## src/sv/rsb_pkg.sv

```systemverilog
// Shared constants and types for the rewinding sample buffer.
package rsb_pkg;

    localparam int DEPTH      = 4096;
    localparam int ADDR_W     = $clog2(DEPTH);
    localparam int POS_W      = $clog2(DEPTH + 1);
    localparam int SIZE_W     = 13;
    localparam int CMP_W      = (POS_W > SIZE_W) ? POS_W : SIZE_W;
    localparam int SAMPLE_W   = 16;
    localparam int CNT_W      = 32;
    localparam int APB_DATA_W = 32;
    localparam int APB_ADDR_W = 3;

    localparam logic [SIZE_W-1:0] SIZE_RESET = SIZE_W'(4096);

    localparam logic MODE_WRITE = 1'b0;
    localparam logic MODE_READ  = 1'b1;

    // register index, taken from paddr[2]
    localparam logic REG_SLOT_LIMIT = 1'b0;

    typedef struct packed {
        logic                accepted;
        logic                read_valid;
        logic [CNT_W-1:0]    skipped_total;
        logic                is_empty;
        logic                is_full;
        logic                is_blocked;
        logic                at_wrap;
    } res_t;

endpackage

```

## src/sv/rsb_ctrl.sv

```systemverilog
// Position tracking, drop and rewind decisions, and the result register.
module rsb_ctrl (
    input  logic                          clk,
    input  logic                          rst_n,
    input  logic                          accept,
    input  logic                          mode,
    input  logic [rsb_pkg::SIZE_W-1:0]    slot_limit,
    output logic                          ram_we,
    output logic                          ram_re,
    output logic [rsb_pkg::ADDR_W-1:0]    ram_addr,
    output logic                          done,
    output rsb_pkg::res_t                 res
);

    localparam int CW = rsb_pkg::CMP_W;
    localparam int PW = rsb_pkg::POS_W;

    logic [PW-1:0]             wp_reg, wp_next;
    logic [PW-1:0]             rp_reg, rp_next;
    logic [rsb_pkg::CNT_W-1:0] skip_reg, skip_next;
    logic                      ew_reg, ew_next;
    logic                      done_reg;
    rsb_pkg::res_t             res_reg, res_next;

    logic [PW-1:0] eff_size;
    logic [PW-1:0] base;
    logic          full, blocked, caught_up;
    logic          full_n;

    // clamp the size to 1..DEPTH
    always_comb
    begin
        if (slot_limit == '0)
        begin
            eff_size = PW'(1);
        end
        else if (CW'(slot_limit) > CW'(rsb_pkg::DEPTH))
        begin
            eff_size = PW'(rsb_pkg::DEPTH);
        end
        else
        begin
            eff_size = PW'(CW'(slot_limit));
        end
    end

    assign full      = (wp_reg >= eff_size);
    assign caught_up = (rp_reg == wp_reg);
    assign blocked   = full && !caught_up;
    assign base      = full ? '0 : wp_reg;

    always_comb
    begin
        wp_next   = wp_reg;
        rp_next   = rp_reg;
        skip_next = skip_reg;
        ew_next   = ew_reg;
        ram_we    = 1'b0;
        ram_re    = 1'b0;
        ram_addr  = rp_reg[rsb_pkg::ADDR_W-1:0];
        res_next  = '0;
        if (accept)
        begin
            case (mode)
                rsb_pkg::MODE_WRITE:
                begin
                    if (blocked)
                    begin
                        skip_next = skip_reg + 1'b1;
                    end
                    else
                    begin
                        // rewind both positions when full and caught up
                        ram_we   = 1'b1;
                        ram_addr = base[rsb_pkg::ADDR_W-1:0];
                        wp_next  = base + 1'b1;
                        rp_next  = full ? '0 : rp_reg;
                        ew_next  = 1'b1;
                        res_next.accepted = 1'b1;
                    end
                end
                rsb_pkg::MODE_READ:
                begin
                    if (!caught_up)
                    begin
                        ram_re  = 1'b1;
                        rp_next = rp_reg + 1'b1;
                        res_next.read_valid = 1'b1;
                    end
                end
                default:
                begin
                    ram_we = 1'b0;
                end
            endcase
        end
        full_n                 = (wp_next >= eff_size);
        res_next.skipped_total = skip_next;
        res_next.is_empty      = !ew_next;
        res_next.is_full       = full_n;
        res_next.is_blocked    = full_n && (rp_next != wp_next);
        res_next.at_wrap       = full_n && ew_next;
    end

    always_ff @(posedge clk or negedge rst_n)
    begin
        if (!rst_n)
        begin
            wp_reg   <= '0;
            rp_reg   <= '0;
            skip_reg <= '0;
            ew_reg   <= 1'b0;
            done_reg <= 1'b0;
        end
        else
        begin
            wp_reg   <= wp_next;
            rp_reg   <= rp_next;
            skip_reg <= skip_next;
            ew_reg   <= ew_next;
            done_reg <= accept;
        end
    end

    always_ff @(posedge clk)
    begin
        if (accept)
        begin
            res_reg <= res_next;
        end
    end

    assign done = done_reg;
    assign res  = res_reg;

    // reader never runs past the writer
    a_rp_le_wp: assert property (@(posedge clk) disable iff (!rst_n)
        rp_reg <= wp_reg)
        else $error("read position beyond write position");

    a_wp_needs_write: assert property (@(posedge clk) disable iff (!rst_n)
        (wp_reg != '0) |-> ew_reg)
        else $error("write position moved without a write");

    a_done_follows: assert property (@(posedge clk) disable iff (!rst_n)
        accept |=> done_reg)
        else $error("no result after an accepted transaction");

    a_one_kind: assert property (@(posedge clk) disable iff (!rst_n)
        done_reg |-> !(res_reg.accepted && res_reg.read_valid))
        else $error("result marks both a write and a read");

    a_skip_only_drop: assert property (@(posedge clk) disable iff (!rst_n)
        (skip_reg != $past(skip_reg)) |-> (done_reg && !res_reg.accepted
            && !res_reg.read_valid))
        else $error("skip count moved without a dropped write");

endmodule

```

## config.mk

```make
export PLATFORM = sky130hd
export DESIGN_NAME = rsb_ctrl
export DESIGN_NICKNAME = d
export VERILOG_FILES = /design/src/sv/rsb_pkg.sv /design/src/sv/rsb_ctrl.sv
export SDC_FILE = /design/constraint.sdc
export NUM_CORES = 1
export LEC_CHECK = 0
export BUFFER_PORTS_ARGS = -buffer_cell sky130_fd_sc_hd__buf_2
export CORE_ASPECT_RATIO = 1.1
export CORE_MARGIN = 5
export CORE_UTILIZATION = 25
export CTS_BUF_LIST = sky130_fd_sc_hd__clkbuf_16
export DETAILED_ROUTE_END_ITERATION = 8
export HOLD_SLACK_MARGIN = 0.12
export PLACE_DENSITY_LB_ADDON = 0.05
export SLEW_MARGIN = 40
export SYNTH_ARGS = -nofsm -noshare
export SYNTH_HDL_FRONTEND = slang
export SYNTH_SLANG_ARGS = --single-unit
```

## constraint.sdc

```tcl
create_clock -name clk -period 4.9 [get_ports clk]
set_clock_uncertainty 0.2 [all_clocks]
set_input_delay 0.98 -clock clk [delete_from_list [all_inputs] [get_ports clk]]
set_output_delay 0.98 -clock clk [all_outputs]
set_load 0.05 [all_outputs]
```

# ---- Word level (Yosys, flattened, before mapping)
# Cells that the tools add are included.
dict set report word_totals {
  reg_bits 98
  input_bits 17
  output_inout_bits 53
  elab_cells 53
}
dict set report op_classes {
  addsub 3
  n_lt_le_gt_ge 3
  n_eq_ne 2
  muxes 26
  n_bitwise 1
  n_reduce_logical 6
}
# operator n
set ops {}
lappend ops {{2-to-1 mux 13 bit} 10}
lappend ops {{2-to-1 mux 32 bit} 3}
lappend ops {{2-to-1 mux 12 bit} 3}
lappend ops {{adder 32 x 1 -> 32 bit, second input constant} 1}
lappend ops {{adder 13 x 1 -> 13 bit, second input constant} 2}
lappend ops {{greater-or-equal comparator 13 bit} 2}
lappend ops {{one-hot mux 13 bit (2 select lines)} 1}
lappend ops {{equality test 13 bit} 1}
lappend ops {{> comparator 13 bit, second input constant} 1}
lappend ops {{logical NOT 13 bit} 1}
lappend ops {{inequality test 13 bit} 1}
lappend ops {{2-to-1 mux 1 bit} 9}
lappend ops {{logical AND 1 bit} 3}
lappend ops {{logical NOT 1 bit} 2}
lappend ops {{NOT 1 bit} 1}

# ---- Longest topological paths before layout
# Gate-level depths: netlist of the first run.
dict set report depth {
  ltp_word 11
  ltp_mapped 24
  mapped_depth_nobuf 23
}

# ---- Worst setup path before layout of the first run
# No wires, ideal clock.
dict set report synth_path {
  path_kind {input to register}
  from {input port slot_limit[12] in the netlist's numbering}
  to {register res_reg (netlist bit res[0]), data pin}
  setup_time_ns 0.255
  arrival_time_ns 5.247
  required_ns 4.445
  path_slack_ns -0.802
  stages 24
  n_path_buf 2
  path_cell_list {inv_1 clkbuf_1 nand2_1 ha_1 a21oi_1 o21ai_1 a221oi_2 nand2_1 clkbuf_1 nor2_1 ha_1 nand3_1 nor4_1 nor2_1 a221o_1 ha_1 a21o_1 a21o_1 a21oi_1 o21ai_0 a21o_1 a21oi_1 o21ai_0 and2_1}
}
# item line_no
set synth_rtl {}
lappend synth_rtl {{start, declared} rsb_ctrl.sv:7} ;# input logic [rsb_pkg::SIZE_W-1:0] slot_limit,
lappend synth_rtl {{end signal, assigned} rsb_ctrl.sv:129} ;# res_reg <= res_next;
lappend synth_rtl {{end, declared} rsb_ctrl.sv:23} ;# rsb_pkg::res_t res_reg, res_next;

==> impl_metrics.ini, run 1 <==
[cells_and_area]
fin_nets = 679
final_util_pct = 33.2
area_growth_pct = 30.8
largest_register_ffs = 38
post-route-cell-area_um2 = 6860
final_layout_size_suffix_gt1_share_pct = 30.7
antennaDiodeCount = 0
n_fill_cell = 2154

[setup_path]
crit_fanout = 4
endpoint = res[0]$_DFFE_PP_
crit_arrival_ns = 4.88
worstSetupStartpointType = primary input
timing.rr.start = wp_reg[9]$_DFF_PN0_
r2r_end = res[0]$_DFFE_PP_
endpoint_kind = flip-flop
r2r_setup_slack_ns = 0.44
r2r_cells = 20
startpoint = slot_limit[4]
critical_path_class = primary input to flip-flop
worstPathRequired_ns = 4.81

[logic_synthesis]
synth_cell_types = 55
yosysMostFrequentCell = dfrtp_1
yosysWarnings = 0
syn_area_um2 = 5250
avgSynthCellArea_um2 = 10.7
syn_nets = 536
synthCells = 490
synth-async-reset-ratio_pct = 61.2
synth_edf_count = 38
synthTopCellsByArea = dfrtp_1, edfxtp_1, ha_1
synth_common_cells = dfrtp_1, nand2_1, edfxtp_1
yosysSeqAreaShare_pct = 50.4
yosys.area.top_type_share_pct = 28.6
ys_seq_elements = 98
dominantRegCellSynth = dfrtp_1
synth_top_cell_by_area = dfrtp_1

[routing]
via_per_inst = 4.65
wl_per_cell_um = 17.2
first_pass_iters = 4
drt_wl_total_um = 15400
drt_iter0_markers = 162
drc = 0
vias = 4156
antenna_left = 0

[global_route]
grt_first_pass_wirelength_um = 24200
grt_max_degree = 42
grt_pass1_vias = 4345
track_usage_pct = 13.1
grt-ovfl-total = 0
antenna_found_initial = 0

[sta]
worstMarginPinSlew_ns = 0.572
finalSetupViolations = 2
finalMaxSlewViolations = 0
fin_crit_sh_pct = 101
slew_headroom_pct = 61.9
tns_ns = -0.122
timing.final.ws_setup_ns = -0.0643
max_freq_ghz = 0.201
min_period_ns = 4.96
finalHoldViolations = 0
rsz0062_at_grt = yes

[power_and_ir_drop]
comb_power_share_pct = 29.0
p_int_mw = 1.50
p_leak_nw = 3.12
p_clk_share_pct = 28.3
swShare_pct = 34.8
powerDensity_nw_per_um2 = 335
ir_drop_mv = 0.123
switchingPower_mw = 0.799
seq_power_share_pct = 42.7

[flow_run]
cap_violations = 0

[outcome]
violations = setup timing
outcome = finished with violations

[floorplanning]
die_h_um = 162
num_rows = 55
die_area_um2 = 24000
core_area_um2 = 20600
initial_core_util_pct = 25.4
io_pins = 70
die_w_um = 148

[clocking]
clk_path_buf_depth = 2
cts.htree.levels = 3
root_buffer = clkbuf_16
cts_buffers = 9
clkTransAtPathRegs_ns = 0.07
cts_num_sinks = 98
clkLatencyLatePin_ns = 0.35
cts_tree = built

[placed_design]
place.port_buffers = 69
gp_congestion = 0.774
post-dp-hpwl_um = 12300
dpl_cell_area_um2 = 6510
dp_worst_setup_slack_ns = -0.759

[hold_path]
hp-class = flip-flop to flip-flop
==> area by class of cell <==
class                      instances  area (µm²)  area share [%]
clock buffer                       9         225            3.28
clock inverter                     7        37.5           0.547
timing repair buffer             149         983            14.3
multi-input combinational        353        2570            37.4
inverter                          22        85.1            1.24
tap                              256         320            4.67
sequential                        98        2640            38.5
==> critical path, cell delays in order <==
cell and delay [ns]:
buf_8 0.10, nor4_4 0.27, a31oi_1 0.11, nor2_1 0.14
ha_1 0.26, inv_2 0.06, a21oi_2 0.06, o41ai_4 0.24
nand2_2 0.15, nor2_2 0.13, ha_2 0.21, nand3_4 0.09
nor4_4 0.23, nor2_1 0.10, a221o_1 0.33, ha_1 0.32
a21o_1 0.18, a21o_1 0.16, a21oi_2 0.11, o21ai_1 0.08
a21o_1 0.17, a21oi_2 0.13, o21ai_2 0.12, and2_1 0.15
==> metal layers <==
layer	wire length (µm)	global-route usage (%)	vias up
met5	0	0	-
met4	340	4.33	0
met3	600	2.87	25
met2	7870	23.3	90
met1	6580	15.6	1977
li1	-	-	2064
==> placed cells by master (no fill, tap or decap), types with 5 or more instances in the layout <==
master     count
xnor2_1       32
edfxtp_1      38
o21ai_0       24
ha_1          27
inv_1         20
and3_1        19
buf_2         65
nor3_1         8
and4_1         5
nand2_1       45
clkbuf_16      9
buf_4         80
a31oi_1        6
nand3_1       34
a21oi_2        5
a21oi_1       16
o22ai_1        5
nor4_4         5
dfrtp_1       60
xor2_1        25
and2_1         5
nor2_1        22
nand4_1       11
==> worst min-delay path by stage <==
stage | from | to | slack (ns) | cells after the start
after floorplan | skip_reg[31]$_DFF_PN0_ | skip_reg[31]$_DFF_PN0_ | 0.24 | 1
after global placement | skip_reg[31]$_DFF_PN0_ | skip_reg[31]$_DFF_PN0_ | 0.27 | 1
after detailed placement | ew_reg$_DFF_PN0_ | ew_reg$_DFF_PN0_ | 0.27 | 1
after CTS | ew_reg$_DFF_PN0_ | ew_reg$_DFF_PN0_ | 0.28 | 1
after global routing | skip_reg[31]$_DFF_PN0_ | skip_reg[31]$_DFF_PN0_ | 0.30 | 1
final | ew_reg$_DFF_PN0_ | ew_reg$_DFF_PN0_ | 0.28 | 1
==> what timing repair did <==
action | in CTS | in global routing
pin swaps | 4 | 2
setup endpoints to repair | 3 | 3
hold buffers | 0 | 0
setup buffers | 0 | 2
resized for setup | 12 | 5
==> cells by family after synthesis <==
logic type	synth area share (%)
AOI/OAI and AO/OA	10.6
xor gates and xnor gates	9.52
adders and majority gates	6.92
buffers and inverters	3.27
DFF	50.4
muxes	0.215
and+or+nand+nor	19.1
==> power by group through the flow <==
stage | clock network, mW | logic (mW) | registers, mW
after floorplan | 0 | 0.335 | 1.07
after detailed placement | 0 | 0.654 | 0.998
after CTS | 0.683 | 0.664 | 0.980
after global placement | 0 | 0.652 | 0.998
after global routing | 0.709 | 0.726 | 0.991
final | 0.651 | 0.667 | 0.980
==> metrics by stage <==
step                      hold slack [ns]  std cells  total power [mW]
final                               0.278        894              2.30
after global routing                0.302        894              2.43
after CTS                           0.283        892              2.33
after detailed placement            0.267        876              1.65
after global placement              0.270        876              1.65
after floorplan                     0.239        490              1.41
(Power assumes the default switching activity.)
==> run 2: changes to the inputs <==
SETUP_SLACK_MARGIN = 0.1   (was default)
==> run 2 against run 1 <==
Against the previous run:
- the flow still finishes with violations (setup timing)
- final cell count stayed put
- register-to-register slack is essentially flat
- utilization is essentially flat
- hold slack barely moved
- flip-flop and latch count unchanged
- non-clock buffer count is the same
- first-iteration DRC count shrank 13%
- largest power group unchanged
- sequential share of layout area barely moved
- count of clock-buffer cells in the layout is the same
- design area up 0.11%
- largest cell class unchanged
==> impl_metrics.ini, run 2 (synthesized netlist as in run 1, its figures left out) <==
[sta]
max_freq_ghz = 0.202
finalMaxSlewViolations = 0
rsz0062_at_grt = yes
timing.final.ws_setup_ns = -0.0575
fin_crit_sh_pct = 101
timing.hold.ws_ns = 0.278
finalHoldViolations = 0
slew_headroom_pct = 62.0
min_period_ns = 4.96
finalSetupViolations = 2
worstMarginPinSlew_ns = 0.570

[clocking]
cts_buffers = 9
clkTransAtPathRegs_ns = 0.07
cts.htree.levels = 3
clkLatencyLatePin_ns = 0.35
clk_path_buf_depth = 2
root_buffer = clkbuf_16
cts_num_sinks = 98
cts_tree = built
hold_buffers = 0

[floorplanning]
num_rows = 55
die_w_um = 148
die_area_um2 = 24000
io_pins = 70
die_h_um = 162
initial_core_util_pct = 25.4
core_area_um2 = 20600

[global_route]
grt_first_pass_wirelength_um = 24200
antenna_found_initial = 0
track_usage_pct = 13.1
grt-ovfl-total = 0
grt_max_degree = 42
grt_pass1_vias = 4345

[cells_and_area]
largest_register_ffs = 38
mostFrequentLayoutCell = buf_4
fin_cells = 894
antennaDiodeCount = 0
n_fill_cell = 2155
area_growth_pct = 31.0
final_util_pct = 33.3
final_layout_size_suffix_gt1_share_pct = 30.7
fin_nets = 679
mostFrequentLayoutCells = buf_4, buf_2, dfrtp_1

[setup_path]
crit_fanout = 12
startpoint = slot_limit[12]
crit_arrival_ns = 4.87
r2r_cells = 20
endpoint_kind = flip-flop
endpoint = res[0]$_DFFE_PP_
r2r_setup_slack_ns = 0.44
timing.rr.start = wp_reg[9]$_DFF_PN0_
worstSetupStartpointType = primary input
r2r_end = res[0]$_DFFE_PP_
critical_path_class = primary input to flip-flop
worstPathRequired_ns = 4.81

[power_and_ir_drop]
p_leak_nw = 3.12
powerDensity_nw_per_um2 = 335
ir_drop_mv = 0.122

[routing]
first_pass_iters = 4
vias = 4139
via_per_inst = 4.63
drt_wl_total_um = 15400
drc = 0
drt_iter0_markers = 141
antenna_left = 0
wl_per_cell_um = 17.2

[hold_path]
hp-class = flip-flop to flip-flop

[placed_design]
gp_congestion = 0.774
dp_worst_setup_slack_ns = -0.759
place_inst = 876
place.port_buffers = 69
post-dp-hpwl_um = 12300

[outcome]
violations = setup timing
outcome = finished with violations

[flow_run]
cap_violations = 0
[run 2: cell types whose count changed in the layout (fill, tap and decap cells not counted), sizes merged]
cell,before,now
buf,149,146
clkbuf,9,12
[run 2: layer usage]
metal	track usage (%)	vias up	part of all wire, %
li1	-	2065	-
met1	15.6	1963	43
met3	2.87	21	4.0
met4	4.33	0	2.0
met5	0	-	0
met2	23.3	90	51
[run 2: cell type report]
cell class | count | area [µm²] | area share (%)
multi-input cells | 353 | 2570 | 37.4
clock inverters | 7 | 37.5 | 0.546
repair buffers | 149 | 991 | 14.4
flip-flops and latches | 98 | 2640 | 38.5
clock buffers | 9 | 225 | 3.28
well taps | 256 | 320 | 4.66
inverters | 22 | 85.1 | 1.24
[run 2: repair_timing]
| item | 4_1_cts | 5_1_grt |
|---|---|---|
| gates cloned | 0 | 0 |
| setup endpoints to repair | 3 | 6 |
| gates resized for setup | 12 | 10 |
| hold endpoints to repair | 0 | 0 |
| pin swaps | 4 | 2 |
| setup buffers | 0 | 2 |
[run 2: metrics by stage]
step	setup TNS (ns)	power, mW	area [µm²]
2_1_floorplan	-1.11	1.41	5350
4_1_cts	-0.168	2.33	6820
6_report	-0.108	2.30	6870
3_5_place_dp	-2.13	1.65	6510
3_3_place_gp	-1.79	1.65	6500
5_1_grt	-0.824	2.43	6870
[run 2: worst min path at each step]
stage / start / cells past startpoint / slack [ns] / to
6_report: ew_reg$_DFF_PN0_ / 1 / 0.28 / ew_reg$_DFF_PN0_
5_1_grt: skip_reg[31]$_DFF_PN0_ / 1 / 0.30 / skip_reg[31]$_DFF_PN0_
4_1_cts: ew_reg$_DFF_PN0_ / 1 / 0.28 / ew_reg$_DFF_PN0_
3_5_place_dp: ew_reg$_DFF_PN0_ / 1 / 0.27 / ew_reg$_DFF_PN0_
3_3_place_gp: skip_reg[31]$_DFF_PN0_ / 1 / 0.27 / skip_reg[31]$_DFF_PN0_
2_1_floorplan: skip_reg[31]$_DFF_PN0_ / 1 / 0.24 / skip_reg[31]$_DFF_PN0_
[run 2: where the power goes]
group          switching [mW]  internal, mW
logic                   0.430         0.240
clock network           0.311         0.339
registers              0.0578         0.922
[run 2: critical path, cell delays in order]
cell and delay (ns):
buf_2 0.12, inv_4 0.11, nand2_1 0.10, ha_1 0.30, a21oi_1 0.15, o21ai_1 0.11
a221oi_4 0.35, nand2_2 0.14, nor2_2 0.13, ha_2 0.21, nand3_4 0.09, nor4_4 0.23
nor2_1 0.10, a221o_1 0.33, ha_1 0.32, a21o_1 0.18, a21o_1 0.16, a21oi_2 0.11
o21ai_1 0.08, a21o_1 0.17, a21oi_2 0.13, o21ai_2 0.12, and2_1 0.15
