`config.mk`:
```
export PLATFORM = sky130hd
export DESIGN_NAME = rsb_apb
export DESIGN_NICKNAME = d
export VERILOG_FILES = /design/src/sv/rsb_pkg.sv /design/src/sv/rsb_apb.sv
export SDC_FILE = /design/constraint.sdc
export NUM_CORES = 1
export LEC_CHECK = 0
export ABC_AREA = 1
export BUFFER_PORTS_ARGS = -buffer_cell sky130_fd_sc_hd__buf_2
export CORE_ASPECT_RATIO = 1.1
export CORE_MARGIN = 2
export CORE_UTILIZATION = 37
export DETAILED_ROUTE_END_ITERATION = 6
export PLACE_DENSITY_LB_ADDON = 0.15
export SETUP_SLACK_MARGIN = 0.1
export SLEW_MARGIN = 5
export SYNTH_ARGS = -nofsm -noshare
export SYNTH_HDL_FRONTEND = slang
export SYNTH_SLANG_ARGS = --single-unit
export TNS_END_PERCENT = 20
```
`constraint.sdc`:
```
create_clock -name clk -period 2.1 [get_ports clk]
set_input_delay 0.21 -clock clk [delete_from_list [all_inputs] [get_ports clk]]
set_output_delay 0.21 -clock clk [all_outputs]
set_load 0.03 [all_outputs]
```
`src/sv/rsb_pkg.sv`:
```
// Shared constants and types for the rewinding sample buffer.
package rsb_pkg;

    localparam int DEPTH      = 4096;
    localparam int ADDR_W     = $clog2(DEPTH);
    localparam int POS_W      = $clog2(DEPTH + 1);
    localparam int SIZE_W     = 13;
    localparam int CMP_W      = (POS_W > SIZE_W) ? POS_W : SIZE_W;
    localparam int SAMPLE_W   = 16;
    localparam int CNT_W      = 32;
    localparam int APB_DATA_W = 32;
    localparam int APB_ADDR_W = 3;

    localparam logic [SIZE_W-1:0] SIZE_RESET = SIZE_W'(4096);

    localparam logic MODE_WRITE = 1'b0;
    localparam logic MODE_READ  = 1'b1;

    // register index, taken from paddr[2]
    localparam logic REG_SLOT_LIMIT = 1'b0;

    typedef struct packed {
        logic                accepted;
        logic                read_valid;
        logic [CNT_W-1:0]    skipped_total;
        logic                is_empty;
        logic                is_full;
        logic                is_blocked;
        logic                at_wrap;
    } res_t;

endpackage

```
`src/sv/rsb_apb.sv`:
```
// APB configuration register block holding the slot limit.
module rsb_apb (
    input  logic                             clk,
    input  logic                             rst_n,
    input  logic                             psel,
    input  logic                             penable,
    input  logic                             pwrite,
    input  logic [rsb_pkg::APB_ADDR_W-1:0]   paddr,
    input  logic [rsb_pkg::APB_DATA_W-1:0]   pwdata,
    output logic [rsb_pkg::APB_DATA_W-1:0]   prdata,
    output logic                             pready,
    output logic [rsb_pkg::SIZE_W-1:0]       slot_limit
);

    logic [rsb_pkg::SIZE_W-1:0] size_reg;
    logic                       size_sel;
    logic                       wr_en;

    assign size_sel = (paddr[2] == rsb_pkg::REG_SLOT_LIMIT);
    assign wr_en    = psel && penable && pwrite;

    always_ff @(posedge clk or negedge rst_n)
    begin
        if (!rst_n)
        begin
            size_reg <= rsb_pkg::SIZE_RESET;
        end
        else if (wr_en && size_sel)
        begin
            size_reg <= pwdata[rsb_pkg::SIZE_W-1:0];
        end
    end

    assign prdata     = size_sel ? rsb_pkg::APB_DATA_W'(size_reg) : '0;
    assign pready     = 1'b1;
    assign slot_limit = size_reg;

endmodule

```
=== After elaboration in Yosys (flattened, before gate mapping) ===
Index checks and enable logic that the tools add are counted.

* Bitwise operators: 1
* Multiply operators: 0
* Order comparisons: 0
* Multiplexer cells: 1
* Eq/ne operators: 0
* Add/sub/neg operators: 0
* Reductions and logical operators: 3
* Shifts and indexed selects: 0
* Div/mod/pow operators: 0

{| class="wikitable"
|+ Operator list
! cell !! number
|-
| 13-bit 2-to-1 mux || 1
|-
| 1-bit logical AND || 3
|-
| 1-bit NOT || 1
|}

* Memory bits (writable): 0
* Bits in read-only memories: 0
* Logic and storage cells: 6
* Memories: 0
* Output and inout port bits: 46
* Input port bits: 40
* Bits in latches: 0
* Register bits after elaboration: 13

=== Logic depth before layout (Yosys ltp) ===
Gate-level depths: netlist (run 1).

* Depth in word-level cells: 3
* Depth in mapped cells: 6
* Mapped depth without buffers: 5

=== Least setup slack after synthesis (run 1) ===
Ideal clock, no wire load.

* Kind: flip-flop to output port
* Start point: reg size_reg (netlist bit slot_limit[12])
* End point: out prdata[12] (netlist name)
* Stages on the path, launching flop included: 3
* Path slack: 0.818 ns
* Arrival: 1.072 ns
* Data required time: 1.890 ns
* Path buffers: 0
* Path through: dfstp_2 inv_1 nor2_1

* Longest elaborated chain between the ends: 1

{| class="wikitable"
|+ RTL lines
! what !! RTL line !! text
|-
| from (decl) || rsb_apb.sv:15 || <nowiki>logic [rsb_pkg::SIZE_W-1:0] size_reg;</nowiki>
|-
| from (signal assigned) || rsb_apb.sv:26 || <nowiki>size_reg <= rsb_pkg::SIZE_RESET;</nowiki>
|-
| from (signal assigned) || rsb_apb.sv:30 || <nowiki>size_reg <= pwdata[rsb_pkg::SIZE_W-1:0];</nowiki>
|-
| 13-bit 2-to-1 mux || rsb_apb.sv:34 || <nowiki>assign prdata = size_sel ? rsb_pkg::APB_DATA_W'(size_reg) : '0;</nowiki>
|-
| to (decl) || rsb_apb.sv:10 || <nowiki>output logic [rsb_pkg::APB_DATA_W-1:0] prdata,</nowiki>
|}

Every way passes these cells.

=== Final worst setup path (run 1) ===
Same ends and word-level chain as after synthesis.

==> results by group, run 1 <==
Status
  • Status: finished clean

Synthesis
  • Ys async rst share: 1.00
  • Syn avg cell area: 7.36 µm²
  • Synthesis-stage register bit count: 13
  • Synth top area share: 0.374
  • Count leader, synth: nand2_1
  • Register area share after synthesis: 0.407
  • Post-synth EDFFs: 0
  • Most instantiated cells after synthesis: 27 x nand2_1, 21 x buf_4, 15 x inv_1, 13 x nand3_1, 13 x nor2_1
  • Mapped Cells: 109
  • Yosys Warn Count: 0
  • Synth Flop Type: dfrtp_1
  • Mapped Area: 802 µm²
  • Synth area leader: dfrtp_1
  • Synth area leaders: dfrtp_1 37%, buf_4 20%, nand2_1 13%, nand3_1 8.1%, inv_1 7.0%
  • Netlist cell types: 12

Layout
  • Fin util: 0.490
  • Area grow syn2layout: 23.4%
  • Fillers: 217
  • Max reg flops: 13
  • Layout cell share with drive strength beyond 1: 0.333
  • # diodes: 0
  • Final Non-Filler Cells: 181
  • Nets: 194

Setup path
  • CP startpoint kind: flop
  • Worst Path Arrival: 1.11 ns
  • Slowest CP cell: dfstp_2
  • Required time of the worst setup path: 1.89 ns
  • Setup crit end kind: output port
  • CP Cell Sequence: inv_1 > nor2_1 > buf_2
  • R2R Setup Slk: 1.39 ns
  • Max incr delay on CP: 0.54 ns
  • Setup CP Type: reg2out
  • Crit Path Max Fanout: 3

Route
  • Via-per-instance ratio: 3.90
  • DR vias: 705
  • Post-route DRC: 0
  • Drt first pass iters: 4
  • Routed len/inst: 8.90 µm
  • Post-route ant nets: 0
  • 1st-iter DRT viols: 12
  • Routed wire length: 1.61 mm

Place
  • RePlAce Congestion: 0.711
  • Placed cells: 176
  • PortBufs: 44
  • Post-DP HPWL: 1.22 mm

Floorplanning
  • Die width: 48.4 µm
  • Row cnt: 17
  • Die height: 52.8 µm
  • Core Area: 2020 µm²
  • Num ports: 86
  • Area of the die: 2560 µm²
  • Initial Utilization: 0.397

Pwr
  • Sw Share: 0.459
  • Seq pwr share: 0.386
  • Combinational share of power: 0.442
  • Cell internal pwr: 469 µW
  • Clock share of power: 0.171
  • Leak pwr: 0.646 nW
  • Power density over the cells: 877 nW/µm²
  • Peak supply drop: 0.403 mV
  • Net Sw Power: 399 µW

Clock tree
  • CTS Root Cell: clkbuf_4
  • Num Clock Sinks: 13
  • PostCTS Resize Cnt: 0
  • TritonCTS Buffers: 3
  • Worst-path clk slew: 0.08 ns
  • CTS tree: built
  • Longest Clk Path Bufs: 2
  • H-Tree Depth: 1
  • Clk_lat worst skew: 0.27 ns

Timing
  • RSZ-0062 raised after global routing: no
  • Final hold violation count: 0
  • Setup TNS: 0 ns
  • Min cycle time layout: 1.32 ns
  • Clk_skew: 0 ns
  • Period utilization: 0.629
  • Final setup vio count: 0
  • Count of final max-slew check failures: 0
  • Fmax: 0.757 GHz

GRT
  • Met3 GRT Util: 0.0429
  • Via count of the first global-routing pass: 606
  • Global Route Usage Sum: 0.139
  • Largest net degree at the start of global routing: 15
  • First-pass GRT wire length: 2.67 mm
  • Global route overflow: 0
  • Initial antenna violation count: 0
  • Global-route track usage on met1: 0.151
  • GRT Max-Usage Layer: met2
  • Grt met2 use: 0.255

Run
  • Max_cap viols: 0

Worst hold path
  • Worst hold path class: in2reg
-- cell usage in the layout, fill, tap and decap left out --
cell type,Yosys,layout
dlygate4sd3_1,0,1
nand2_2,1,1
buf_2,2,44
nand2_1,27,27
inv_1,15,15
dfstp_2,1,1
clkbuf_4,0,3
nand3_1,13,13
buf_4,21,1
nor2_1,13,13
dfrtp_1,12,12
nor2_4,1,1
conb_1,2,20
clkbuf_1,0,1
-- stage by stage --
stage                     power [mW]  hold WS [ns]  area, µm²  setup slack, ns
final                          0.868         0.155        990            0.779
after detailed placement       0.725         0.118        953            0.815
after CTS                      0.878         0.148        990            0.763
after global routing           0.936         0.142        990            0.652
after global placement         0.719         0.110        953            0.845
after floorplan                0.643       -0.0856        870            0.818
-- what timing repair did --
item | in CTS | in global routing
buffers inserted | 0 | 0
hold buffers | 1 | 0
endpoints found under the hold margin | 12 | 0
-- cell families (layout without fill, tap and decap cells) --
group,Yosys count,in the layout,share of synthesized area
and+or+nand+nor,55,55,0.290
buffers and inverters,39,65,0.293
DFF,13,13,0.407
other,2,20,0.00936
-- final timing paths --
check                                      startpoint                          to  depth (start not counted)
max                        slot_limit[12]$_DFFE_PN1P_                  prdata[12]                          3
min                                        pwdata[12]  slot_limit[12]$_DFFE_PN1P_                          3
max reg2reg                slot_limit[12]$_DFFE_PN1P_  slot_limit[12]$_DFFE_PN1P_                          2
min reg2reg                slot_limit[12]$_DFFE_PN1P_  slot_limit[12]$_DFFE_PN1P_                          2
max in group asynchronous                       rst_n  slot_limit[12]$_DFFE_PN1P_                          2
min in group asynchronous                       rst_n   slot_limit[7]$_DFFE_PN0P_                          2
-- critical path, delay by kind of cell (launching register included) --
family / cells / cell delay, ns
buf+inv: 2 / 0.24
simple gates: 1 / 0.07
flops: 1 / 0.54
-- routing by layer --
layer | wire length (µm) | share of wire
met5 | 0 | 0
met4 | 0 | 0
met1 | 676 | 0.42
met3 | 162 | 0.10
met2 | 770 | 0.48
-- power by group through the flow --
stage          logic (mW)  clock network (mW)  registers [mW]
4_1_cts             0.387               0.155           0.336
3_3_place_gp        0.381                   0           0.338
3_5_place_dp        0.387                   0           0.339
5_1_grt             0.416               0.177           0.343
2_1_floorplan       0.211                   0           0.432
6_report            0.384               0.149           0.335
-- final cells by class --
class,count,area [µm²],share of cell area
well taps,28,35.0,0.0354
flip-flops and latches,13,327,0.330
repair buffers,46,238,0.240
clock buffers,4,26.3,0.0265
inverters,15,56.3,0.0569
multi-input cells,75,308,0.311
(Power assumes the default switching activity.)
==> run 2: changes to the inputs <==
CORE_UTILIZATION = 34   (was 37)
clock period = 1.4 ns   (was 2.1 ns; I/O delays follow)
==> results by group, run 2 (synthesized netlist as in run 1, its figures left out) <==
Status
  • Status: finished clean

GRT
  • Global Route Usage Sum: 0.120
  • Via count of the first global-routing pass: 581
  • Largest net degree at the start of global routing: 15
  • First-pass GRT wire length: 2.49 mm
  • Initial antenna violation count: 0
  • Global route overflow: 0

Route
  • Via-per-instance ratio: 3.91
  • Post-route DRC: 0
  • Highest Signal Layer: met4
  • Routed len/inst: 9.08 µm
  • DR vias: 720
  • Drt first pass iters: 3
  • Met3 WL: 138 µm
  • 1st-iter DRT viols: 10
  • Metal-1 WL: 672 µm
  • Wire length on met2: 844 µm
  • Routed wire length: 1.67 mm
  • Post-route ant nets: 0

Clock tree
  • H-Tree Depth: 1
  • Longest Clk Path Bufs: 2
  • Post-CTS setup buffer count: 0
  • Worst-path clk slew: 0.08 ns
  • CTS Root Cell: clkbuf_4
  • Clk_lat worst skew: 0.26 ns
  • TritonCTS Buffers: 3
  • Num Clock Sinks: 13
  • CTS tree: built

Setup path
  • Worst Path Buf+Inv: 2
  • Worst path top cell family by delay: flip-flops
  • FF-to-FF End: slot_limit[12]$_DFFE_PN1P_
  • Slowest CP cell: dfstp_2
  • Crit Path Max Fanout: 3
  • Setup CP Type: reg2out
  • CP Depth: 3
  • CP startpoint kind: flop
  • Worst flop-to-flop path startpoint: slot_limit[12]$_DFFE_PN1P_
  • Required time of the worst setup path: 1.26 ns
  • CP Cell Sequence: inv_1 > nor2_1 > buf_4
  • R2r worst-path depth: 2
  • Max incr delay on CP: 0.55 ns
  • Setup crit end kind: output port
  • Worst Path Arrival: 1.09 ns
  • R2R Setup Slk: 0.68 ns

Timing
  • RSZ-0062 raised after global routing: no
  • Final WS setup: 0.166 ns
  • Final setup vio count: 0
  • Final hold violation count: 0
  • Clk_skew: 0 ns
  • Setup TNS: 0 ns
  • Min cycle time layout: 1.23 ns
  • Count of final max-slew check failures: 0
  • Fmax: 0.810 GHz
  • Period utilization: 0.881
  • Hold_ws: 0.0849 ns

Layout
  • Fin util: 0.445
  • Nets: 195
  • Fillers: 248
  • Area grow syn2layout: 25.0%
  • Most frequent cells in the layout: 43 x buf_2, 27 x nand2_1, 20 x conb_1
  • Max reg flops: 13
  • Final Non-Filler Cells: 184
  • Post-route cell area: 1000 µm²
  • Layout cell share with drive strength beyond 1: 0.338
  • Most common cell after layout, fill and taps aside: buf_2
  • # diodes: 0

Place
  • Post-DP HPWL: 1.25 mm
  • Cell Area, Placed: 963 µm²
  • Placed cells: 179
  • Worst slack, placed: 0.384 ns
  • PortBufs: 44
  • RePlAce Congestion: 0.651

Floorplanning
  • Die width: 50.3 µm
  • Initial Utilization: 0.356
  • Area of the die: 2760 µm²
  • Die height: 54.9 µm
  • Row cnt: 18
  • Core Area: 2250 µm²
  • Num ports: 86

Run
  • Max_cap viols: 0

Worst hold path
  • Hold depth: 3
  • Hold Path Sink: slot_limit[12]$_DFFE_PN1P_
  • Worst hold path class: in2reg
  • Hold path start: pwdata[12]

Pwr
  • Total power: 1.31 mW
  • Leak pwr: 0.651 nW
  • Peak supply drop: 0.601 mV
  • Power density over the cells: 1300 nW/µm²
run 2: changes by cell type in the layout (fill, tap and decap cells not counted), sizes merged:
cell	delta
buf	+1
run 2: layout make-up:
type                       instances  area, µm²  area share
clock buffer                       4       26.3      0.0262
tap                               30       37.5      0.0375
sequential                        13        327       0.326
timing repair buffer              47        248       0.247
multi-input combinational         75        308       0.307
inverter                          15       56.3      0.0562
run 2: where the power goes:
group	internal [mW]	leakage [nW]	total, mW	switching, mW
Combinational	0.147	0.475	0.579	0.432
Sequential	0.450	0.161	0.501	0.0512
Clock	0.110	0.0150	0.227	0.117
Total	0.707	0.651	1.31	0.600
run 2: per-layer routing:
layer	global-route usage	vias up
met5	0	-
met4	0.0541	0
met3	0.0215	2
met2	0.228	38
met1	0.133	309
li1	-	371
run 2: worst reg2reg max path: stages, from the launching register on:
cell and delay (ns):
dfstp_2 0.55, nand2_1 0.05, nand2_1 0.06
run 2: how the worst max path moves through the flow:
stage / slack, ns / start / end
6_report: 0.17 / slot_limit[12]$_DFFE_PN1P_ / prdata[12]
5_1_grt: 0.12 / slot_limit[12]$_DFFE_PN1P_ / prdata[12]
4_1_cts: 0.12 / slot_limit[12]$_DFFE_PN1P_ / prdata[12]
3_5_place_dp: 0.38 / paddr[2] / slot_limit[8]$_DFFE_PN0P_
3_3_place_gp: 0.40 / paddr[2] / slot_limit[9]$_DFFE_PN0P_
2_1_floorplan: 0.19 / slot_limit[12]$_DFFE_PN1P_ / prdata[12]
run 2: repair_timing:
action                                  in CTS  in global routing
endpoints found under the hold margin       12                  0
resized for setup                            0                  2
hold buffers                                 1                  0
endpoints found under the setup margin       0                  1
==> run 3: changes to the inputs <==
PLACE_DENSITY = 0.89   (was default)
PLACE_DENSITY_LB_ADDON = default   (was 0.15)
==> results by group, run 3 (synthesized netlist as in run 1, its figures left out) <==
Worst hold path
  • Hold path start: pwdata[12]
  • Worst hold path class: in2reg
  • Hold depth: 3

Setup path
  • Setup CP Type: reg2out
  • Worst flop-to-flop path startpoint: slot_limit[12]$_DFFE_PN1P_
  • Worst Path Arrival: 1.10 ns
  • Required time of the worst setup path: 1.26 ns
  • R2r worst-path depth: 2
  • Worst Setup SP: slot_limit[12]$_DFFE_PN1P_
  • Worst Setup EP: prdata[12]
  • Setup crit end kind: output port
  • R2R Setup Slk: 0.68 ns
  • Crit Path Max Fanout: 3
  • FF-to-FF End: slot_limit[12]$_DFFE_PN1P_
  • CP startpoint kind: flop

Layout
  • Max reg flops: 13
  • Layout cell share with drive strength beyond 1: 0.338
  • Fillers: 250
  • Multi-input logic area: 308 µm²
  • # diodes: 0
  • Sequential Area: 327 µm²
  • Area grow syn2layout: 24.6%
  • Nets: 195
  • Most frequent cells in the layout: 44 x buf_2, 27 x nand2_1, 20 x conb_1
  • Most common cell after layout, fill and taps aside: buf_2

Clock tree
  • PostCTS Resize Cnt: 0
  • Clk_lat worst skew: 0.26 ns
  • Worst-path clk slew: 0.07 ns
  • TritonCTS Buffers: 3
  • Num Clock Sinks: 13
  • CTS tree: built
  • CTS Root Cell: clkbuf_4
  • H-Tree Depth: 1
  • Longest Clk Path Bufs: 2

GRT
  • First-pass GRT wire length: 2.68 mm
  • Global Route Usage Sum: 0.133
  • Via count of the first global-routing pass: 648
  • Global route overflow: 0
  • Largest net degree at the start of global routing: 15
  • Initial antenna violation count: 0

Route
  • Drt first pass iters: 3
  • Post-route DRC: 0
  • Post-route ant nets: 0
  • Wire length on met2: 897 µm
  • Highest Signal Layer: met4
  • Metal-1 WL: 616 µm
  • Met3 WL: 106 µm
  • Via-per-instance ratio: 3.96
  • 1st-iter DRT viols: 8
  • Routed wire length: 1.63 mm
  • Routed len/inst: 8.84 µm
  • DR vias: 729

Pwr
  • Power density over the cells: 1300 nW/µm²
  • Leak pwr: 0.651 nW
  • Peak supply drop: 0.691 mV

Timing
  • Final hold violation count: 0
  • Setup TNS: 0 ns
  • Final setup vio count: 0
  • Fmax: 0.804 GHz
  • Hold_ws: 0.0947 ns
  • Clk_skew: 0 ns
  • Count of final max-slew check failures: 0
  • RSZ-0062 raised after global routing: no
  • Min cycle time layout: 1.24 ns
  • Final WS setup: 0.156 ns
  • Period utilization: 0.889

Floorplanning
  • Initial Utilization: 0.356
  • Core Area: 2250 µm²
  • Die width: 50.3 µm
  • Num ports: 86
  • Area of the die: 2760 µm²
  • Die height: 54.9 µm
  • Row cnt: 18

Place
  • RePlAce Congestion: 0.641
  • Post-DP HPWL: 1.30 mm
  • Worst slack, placed: 0.430 ns
  • PortBufs: 44

Status
  • Status: finished clean

Run
  • Max_cap viols: 0
## run 3: cell types whose count changed in the layout (fill, tap and decap cells not counted)
cell   delta
buf_4     -1
buf_2     +1
## run 3: where the power goes
group          total, mW  internal (mW)  leakage, nW  switching, mW
clock network      0.216          0.110       0.0150          0.106
registers          0.502          0.450        0.161         0.0520
logic              0.577          0.145        0.474          0.431
## run 3: worst min-delay path by stage
stage / endpoint / slack, ns
floorplan: slot_limit[0]$_DFFE_PN0P_ / -0.16
global placement: slot_limit[8]$_DFFE_PN0P_ / 0.04
global route: slot_limit[12]$_DFFE_PN1P_ / 0.1
finish: slot_limit[12]$_DFFE_PN1P_ / 0.09
detailed placement: slot_limit[7]$_DFFE_PN0P_ / 0.04
CTS: slot_limit[12]$_DFFE_PN1P_ / 0.08
## run 3: critical path: stages (launching register included)
cell and delay (ns):
dfstp_2 0.54, inv_1 0.04, nor2_1 0.06, buf_2 0.20
## run 3: per-stage QoR
step | utilization | instances | instance area [µm²] | power, mW
after floorplan | - | 127 | 870 | 0.965
after global placement | 0.428 | 179 | 963 | 1.08
after detailed placement | 0.428 | 179 | 963 | 1.09
after CTS | 0.444 | 184 | 1000 | 1.32
after global routing | 0.444 | 184 | 1000 | 1.40
final | 0.444 | 184 | 1000 | 1.29
## run 3: layout make-up
class,instances,area share
multi-input cells,75,0.308
well taps,30,0.0375
flip-flops and latches,13,0.327
inverters,15,0.0563
repair buffers,47,0.245
clock buffers,4,0.0263
## run 3: metal layers
metal  vias to the layer above  track usage
met5                         -            0
met4                         0       0.0541
met3                         2       0.0161
met2                        34        0.270
met1                       320        0.140
li1                        373            -
## run 3: repair_timing
action	in CTS	in global routing
hold buffers	1	0
endpoints found under the hold margin	12	0
setup buffers	0	0
